$ cat src/trial_division_factorizer_top_assert.svh
// ----------------------------------------------------------------------------
// Trial division factorizer assertion macros
// Concurrent assertion shorthands clocked on i_clk and disabled during reset.
// ----------------------------------------------------------------------------
`ifndef TRIAL_DIVISION_FACTORIZER_TOP_ASSERT_SVH
`define TRIAL_DIVISION_FACTORIZER_TOP_ASSERT_SVH

// The consequent must hold in the same cycle as the antecedent.
`define TDF_ASSERT_SAME(label, ante, cons, msg) \
    label: assert property (@(posedge i_clk) disable iff (!i_rst_n) \
        (ante) |-> (cons)) else $error(msg);

// The consequent must hold in the cycle after the antecedent.
`define TDF_ASSERT_NEXT(label, ante, cons, msg) \
    label: assert property (@(posedge i_clk) disable iff (!i_rst_n) \
        (ante) |=> (cons)) else $error(msg);

`endif

$ cat src/trdf_pkg.sv
// ----------------------------------------------------------------------------
// Trial division factorizer package
// Field widths and parameter defaults shared by the factorizer.
// ----------------------------------------------------------------------------
package trdf_pkg;

    localparam int FIELD_BITS         = 48;
    localparam int EXP_BITS           = 6;
    localparam int DEFAULT_VALUE_BITS = 48;

endpackage

$ cat src/trial_division_factorizer_top.sv
// ----------------------------------------------------------------------------
// Trial division factorizer
// Emits the prime factorization of each input value as a run of transactions.
//
//  Channel | Direction | Handshake                 | Payload
//  --------+-----------+---------------------------+------------------------------
//  input   | in        | i_in_valid / o_in_stall   | i_value
//  output  | out       | o_out_valid / i_out_stall | o_prime, o_exponent, o_last
//
// One shared restoring divider produces one quotient bit per cycle, and each
// division ends in a decision state. The divider width W is the smaller of
// VALUE_BITS and 48. Each trial divisor costs one division that leaves a
// remainder plus one more for every time it divides evenly.
// Reset is synchronous and active low.
// A stalled output holds the sequencer only when it has a result to hand over.
// The next input transaction is taken while the last result still waits.
// ----------------------------------------------------------------------------
module trial_division_factorizer_top #(
    parameter int VALUE_BITS = trdf_pkg::DEFAULT_VALUE_BITS
) (
    input  logic                            i_clk,
    input  logic                            i_rst_n,
    input  logic                            i_in_valid,
    output logic                            o_in_stall,
    input  logic [trdf_pkg::FIELD_BITS-1:0] i_value,
    output logic                            o_out_valid,
    input  logic                            i_out_stall,
    output logic [trdf_pkg::FIELD_BITS-1:0] o_prime,
    output logic [trdf_pkg::EXP_BITS-1:0]   o_exponent,
    output logic                            o_last
);

    import trdf_pkg::*;

    `include "trial_division_factorizer_top_assert.svh"

    localparam int W  = (VALUE_BITS < FIELD_BITS) ? VALUE_BITS : FIELD_BITS;
    localparam int DW = (W + 1) / 2 + 1;
    localparam int SW = $clog2(W);

    typedef enum logic [2:0] {
        S_IDLE,
        S_DIV,
        S_DECIDE,
        S_END,
        S_ONE
    } t_state;

    t_state              r_state,       n_state;
    logic [W-1:0]        r_n,           n_n;
    logic [W-1:0]        r_quo,         n_quo;
    logic [DW-1:0]       r_rem,         n_rem;
    logic [DW-1:0]       r_div,         n_div;
    logic [SW-1:0]       r_step,        n_step;
    logic [EXP_BITS-1:0] r_cnt,         n_cnt;
    logic                r_first,       n_first;
    logic [W-1:0]        r_held_prime,  n_held_prime;
    logic [EXP_BITS-1:0] r_held_exp,    n_held_exp;
    logic                r_held_valid,  n_held_valid;
    logic                r_out_valid,   n_out_valid;
    logic [W-1:0]        r_out_prime,   n_out_prime;
    logic [EXP_BITS-1:0] r_out_exp,     n_out_exp;
    logic                r_out_last,    n_out_last;

    logic [W-1:0]        in_n;
    logic [DW:0]         rem_sh;
    logic [DW:0]         diff;
    logic                qbit;
    logic                out_free;
    logic                advance;

    assign in_n     = i_value[W-1:0];
    assign rem_sh   = {r_rem, r_quo[W-1]};
    assign diff     = rem_sh - {1'b0, r_div};
    assign qbit     = ~diff[DW];
    assign out_free = !r_out_valid || !i_out_stall;

    always_comb begin
        n_state      = r_state;
        n_n          = r_n;
        n_quo        = r_quo;
        n_rem        = r_rem;
        n_div        = r_div;
        n_step       = r_step;
        n_cnt        = r_cnt;
        n_first      = r_first;
        n_held_prime = r_held_prime;
        n_held_exp   = r_held_exp;
        n_held_valid = r_held_valid;
        n_out_valid  = r_out_valid && i_out_stall;
        n_out_prime  = r_out_prime;
        n_out_exp    = r_out_exp;
        n_out_last   = r_out_last;
        advance      = 1'b0;

        case (r_state)
            S_IDLE: begin
                if (i_in_valid) begin
                    n_n = in_n;
                    if (in_n <= W'(1)) begin
                        n_state = S_ONE;
                    end else begin
                        n_quo        = in_n;
                        n_rem        = '0;
                        n_step       = '0;
                        n_div        = DW'(2);
                        n_cnt        = '0;
                        n_first      = 1'b1;
                        n_held_valid = 1'b0;
                        n_state      = S_DIV;
                    end
                end
            end
            S_DIV: begin
                n_rem  = qbit ? diff[DW-1:0] : rem_sh[DW-1:0];
                n_quo  = {r_quo[W-2:0], qbit};
                n_step = r_step + SW'(1);
                if (r_step == SW'(W - 1)) begin
                    n_state = S_DECIDE;
                end
            end
            S_DECIDE: begin
                if (r_first && (W'(r_div) > r_quo)) begin
                    n_state = S_END;
                end else if (r_rem == '0) begin
                    n_n     = r_quo;
                    n_rem   = '0;
                    n_step  = '0;
                    n_cnt   = r_cnt + EXP_BITS'(1);
                    n_first = 1'b0;
                    n_state = S_DIV;
                end else if (r_cnt != '0) begin
                    if (!r_held_valid || out_free) begin
                        if (r_held_valid) begin
                            n_out_valid = 1'b1;
                            n_out_prime = r_held_prime;
                            n_out_exp   = r_held_exp;
                            n_out_last  = 1'b0;
                        end
                        n_held_prime = W'(r_div);
                        n_held_exp   = r_cnt;
                        n_held_valid = 1'b1;
                        advance      = 1'b1;
                    end
                end else begin
                    advance = 1'b1;
                end
                if (advance) begin
                    n_div   = (r_div == DW'(2)) ? DW'(3) : r_div + DW'(2);
                    n_cnt   = '0;
                    n_first = 1'b1;
                    n_quo   = r_n;
                    n_rem   = '0;
                    n_step  = '0;
                    n_state = S_DIV;
                end
            end
            S_END: begin
                if (out_free) begin
                    n_out_valid = 1'b1;
                    if (r_n > W'(1)) begin
                        if (r_held_valid) begin
                            n_out_prime  = r_held_prime;
                            n_out_exp    = r_held_exp;
                            n_out_last   = 1'b0;
                            n_held_valid = 1'b0;
                        end else begin
                            n_out_prime = r_n;
                            n_out_exp   = EXP_BITS'(1);
                            n_out_last  = 1'b1;
                            n_state     = S_IDLE;
                        end
                    end else begin
                        n_out_prime  = r_held_prime;
                        n_out_exp    = r_held_exp;
                        n_out_last   = 1'b1;
                        n_held_valid = 1'b0;
                        n_state      = S_IDLE;
                    end
                end
            end
            S_ONE: begin
                if (out_free) begin
                    n_out_valid = 1'b1;
                    n_out_prime = '0;
                    n_out_exp   = '0;
                    n_out_last  = 1'b1;
                    n_state     = S_IDLE;
                end
            end
            default: begin
                n_state = S_IDLE;
            end
        endcase
    end

    always_ff @(posedge i_clk) begin
        r_n          <= n_n;
        r_quo        <= n_quo;
        r_rem        <= n_rem;
        r_div        <= n_div;
        r_step       <= n_step;
        r_cnt        <= n_cnt;
        r_first      <= n_first;
        r_held_prime <= n_held_prime;
        r_held_exp   <= n_held_exp;
        r_out_prime  <= n_out_prime;
        r_out_exp    <= n_out_exp;
        r_out_last   <= n_out_last;
        if (!i_rst_n) begin
            r_state      <= S_IDLE;
            r_held_valid <= 1'b0;
            r_out_valid  <= 1'b0;
        end else begin
            r_state      <= n_state;
            r_held_valid <= n_held_valid;
            r_out_valid  <= n_out_valid;
        end
    end

    assign o_in_stall  = (r_state != S_IDLE);
    assign o_out_valid = r_out_valid;
    assign o_prime     = FIELD_BITS'(r_out_prime);
    assign o_exponent  = r_out_exp;
    assign o_last      = r_out_last;

    `TDF_ASSERT_SAME(a_idle_nothing_held, r_state == S_IDLE, !r_held_valid,
        "A result is still held while the sequencer is idle.")
    `TDF_ASSERT_SAME(a_zero_prime_is_last, r_out_valid && (r_out_prime == '0),
        r_out_last && (r_out_exp == '0), "A zero prime is not the lone last result.")
    `TDF_ASSERT_SAME(a_prime_has_exponent, r_out_valid && (r_out_prime != '0),
        r_out_exp != '0, "A prime factor carries a zero exponent.")
    `TDF_ASSERT_SAME(a_divisor_above_one, r_state == S_DIV, r_div >= DW'(2),
        "The trial divisor dropped below two.")
    `TDF_ASSERT_NEXT(a_stalled_output_holds, r_out_valid && i_out_stall,
        r_out_valid && $stable(r_out_prime) && $stable(r_out_last),
        "A stalled output transaction changed.")

endmodule

$ cat config.mk
export PLATFORM = sky130hd
export DESIGN_NAME = trial_division_factorizer_top
export DESIGN_NICKNAME = d
export VERILOG_FILES = /design/src/trdf_pkg.sv /design/src/trial_division_factorizer_top.sv
export VERILOG_INCLUDE_DIRS = /design/src /design/src/src
export SDC_FILE = /design/constraint.sdc
export NUM_CORES = 1
export LEC_CHECK = 0
export ABC_AREA = 1
export BUFFER_PORTS_ARGS = -buffer_cell sky130_fd_sc_hd__buf_2
export CORE_MARGIN = 5
export CORE_UTILIZATION = 49
export CTS_BUF_LIST = sky130_fd_sc_hd__clkbuf_16
export DETAILED_ROUTE_END_ITERATION = 6
export PLACE_DENSITY = 0.69
export SLEW_MARGIN = 20
export SYNTH_ARGS = -nofsm -noshare
export SYNTH_HDL_FRONTEND = slang
export SYNTH_SLANG_ARGS = --single-unit
$ cat constraint.sdc
create_clock -name i_clk -period 7.7 [get_ports i_clk]
set_input_delay 1.155 -clock i_clk [delete_from_list [all_inputs] [get_ports i_clk]]
set_output_delay 1.155 -clock i_clk [all_outputs]
set_load 0.1 [all_outputs]
==> reports/metrics.cfg <==
[final_layout]
drive_gt1_share_pct = 14.2
area_growth_syn_to_layout_pct = 13.1
antenna_cells = 0
fin_nets = 1743
finalNonFillerCells = 2036
post-route-cell-area_um2 = 15800

[synthesis]
yosys.area.top_type_share_pct = 52.8
synth_warnings = 0
total_nets_after_synthesis = 1638
yosys.area.top_type = sky130_fd_sc_hd__edfxtp_1
synth-async-reset-ratio_pct = 0
synth_ff_type = sky130_fd_sc_hd__edfxtp_1
synth.ff_latch_count = 250
synth_sequential_area_ratio_pct = 53.5
yosysUniqueCellTypes = 45
netlist_area_um2 = 13900
synth_enable_flop_cells = 245
top_area_cells_in_the_synthesized_netlist = sky130_fd_sc_hd__edfxtp_1 (53%), sky130_fd_sc_hd__nand2_1 (8.3%), sky130_fd_sc_hd__inv_1 (6.3%)
post_synth_inst_count = 1531
syn_area_per_cell_um2 = 9.11

[worst_hold_path]
hold_path_startpoint = r_cnt[5]
endpoint_of_the_worst_hold_timing_path = r_held_exp[5]
min_delay_path_depth = 0
holdCritPathClass = reg2reg

[route]
vias = 11200
drc_violations_left = 0
detail_route.wirelength_mm = 37.7
routed.top_layer = met4
initialDrtViolationCount = 1268
ant_nets = 0
drt_first_pass_iters = 6
routedWlPerCell_um = 18.5
route.met3.wl_mm = 2.78
met1_layer_wirelength_in_the_final_routing_mm = 15.6
route.met2.wl_mm = 18.0
via_per_inst = 5.52

[timing]
slew_limit_fails = 0
fmax_mhz = 291
timing.clock.skew_ns = 0.0189
finalWorstPathRequiredPeriod_ns = 3.43
final_sum_of_negative_setup_slack_ns = 0
timing.max_slew.rel_slack_pct = 40.9
period_share_pct = 44.6
final_hold_slack_ns = 0.445
worst_pin_slew_ns = 0.885
rsz0062_at_grt = false
finalHoldViolCount = 0
setup_viol_count_final = 0

[floorplanning]
fp.dieH_um = 179
die_w_um = 179
ios = 109
area_enclosed_by_the_die_boundary_um2 = 31900
core_um2 = 27900
row_count = 61
floorplan.initialDensity_pct = 49.9

[global_route]
global_route.overflow_total = 0
largest_net_degree_at_the_start_of_global_routing = 76
global_route.usage.total_pct = 23.3
grt_first_pass_wirelength_mm = 58.2
grt_antenna_before_repair = 0
first_global_vias = 10800

[setup_path]
setup.reg_to_reg.worst_slack_ns = 4.27
regToRegStartpoint = r_state[0]
r2r.worst_path.cells = 9
startpoint_type = flip-flop
worst_ep_required_time_ns = 8.07
crit_path_max_fanout = 64
cp_class = reg2reg
timing.rr.end = r_quo[10]
cp_capture_type = flip-flop
cp_data_arrival_time_ns = 3.80

[placement]
io_buffers = 108
placed_cell_area_um2 = 14900
placer_s_final_routability_congestion_estimate = 0.915
half_perimeter_wire_length_after_placement_mm = 27.3
placed_cells = 1984

[clock_network]
max-clock-path-buffers = 3
cts_tree = built
ctsResizeCount = 0
clock_latency_ns = 0.54
cts_inserted_buffers = 28
post_cts_buffers = 0
h_tree_depth_reported_by_cts = 1
holdBufCountCts = 0
clock-root-buffer = sky130_fd_sc_hd__clkbuf_16
cts.reportedPaths.clkPinSlew_ns = 0.06
tritoncts_num_sinks = 250

[run]
cap_viol_max_count = 0

[status]
outcome = completed

[routing by layer]
metal / track usage (%) / up-vias
met5: 0 / -
met3: 3.21 / 82
met2: 39.0 / 459
met4: 7.99 / 0
li1: - / 5387
met1: 31.3 / 5311
[cells by family after synthesis]
group                    count (synthesis)  share of synthesized area [%]
adder cells (fa/ha/maj)                 55                           4.99
flip-flops                             250                           53.5
AND/OR/NAND/NOR                        684                           21.8
buffers and inverters                  286                           8.08
XOR/XNOR                                29                           1.82
AO/OA/AOI/OAI                          227                           9.78
[synth_stat cells, drive strengths merged, types with 2 or more instances]
master	count
a21boi	3
a21oi	61
a31oi	2
and3	3
buf	23
clkbuf	21
dfxtp	5
edfxtp	245
ha	54
inv	241
nand2	331
nand3	76
nand4	38
nor2	203
nor3	18
nor3b	5
nor4	7
o211ai	9
o21a	2
o21ai	103
o21bai	6
o221ai	40
or2	2
xnor2	6
xor2	23
[critical path: stages (launching register included)]
cell and delay [ns]:
sky130_fd_sc_hd__dfxtp_1 0.40, sky130_fd_sc_hd__nor2_1 0.14, sky130_fd_sc_hd__inv_1 0.21, sky130_fd_sc_hd__nor2_4 0.05, sky130_fd_sc_hd__inv_2 0.26, sky130_fd_sc_hd__buf_4 0.64
sky130_fd_sc_hd__nand2_1 0.41, sky130_fd_sc_hd__inv_2 0.77, sky130_fd_sc_hd__nand2_1 0.23, sky130_fd_sc_hd__o221ai_1 0.13
[metrics by stage]
stage,worst slack [ns],utilization [%]
3_5_place_dp,4.38,53.2
2_1_floorplan,1.88,-
5_1_grt,4.14,56.5
4_1_cts,4.35,56.5
6_report,4.27,56.5
3_3_place_gp,4.31,53.2
[layout make-up]
type / count / area, um2
Sequential cell: 250 / 7460
Tap cell: 378 / 473
Clock inverter: 23 / 179
Fill cell: 2552 / 12200
Timing Repair Buffer: 119 / 623
Clock buffer: 29 / 726
Inverter: 242 / 908
Multi-Input combinational cell: 995 / 5410
[worst max-delay path by stage]
stage | start | to | cells after the start
2_1_floorplan | r_div[15] | o_exponent[0] | 11
3_3_place_gp | r_state[0] | r_quo[10] | 9
3_5_place_dp | r_state[0] | r_quo[32] | 9
4_1_cts | r_state[0] | r_quo[32] | 9
5_1_grt | r_state[0] | r_quo[43] | 9
6_report | r_state[0] | r_quo[10] | 9
[cells in the final DEF (no fill, tap or decap), drive strengths merged, types with 40 or more instances in the layout]
cell type | synthesis | routed
inv | 241 | 248
a21oi | 61 | 61
o21ai | 103 | 103
o221ai | 40 | 40
edfxtp | 245 | 245
nand2 | 331 | 331
buf | 23 | 119
ha | 54 | 54
nand3 | 76 | 76
nor2 | 203 | 203
[state kept, by name, summed over array words and instances, names as in the netlist]
| name | count |
|---|---|
| o_exponent | 6 |
| r_rem | 25 |
| r_n | 48 |
| o_prime | 48 |
| r_held_exp | 6 |
| r_first | 1 |
| r_step | 6 |
| r_quo | 48 |
| r_div | 25 |
| r_cnt | 6 |
| r_held_prime | 25 |
| r_state | 3 |
| o_out_valid | 1 |
| o_last | 1 |
| r_held_valid | 1 |
Power is not shown: default switching activity piles up to over one toggle a cycle in this logic, so the estimate is an artifact.
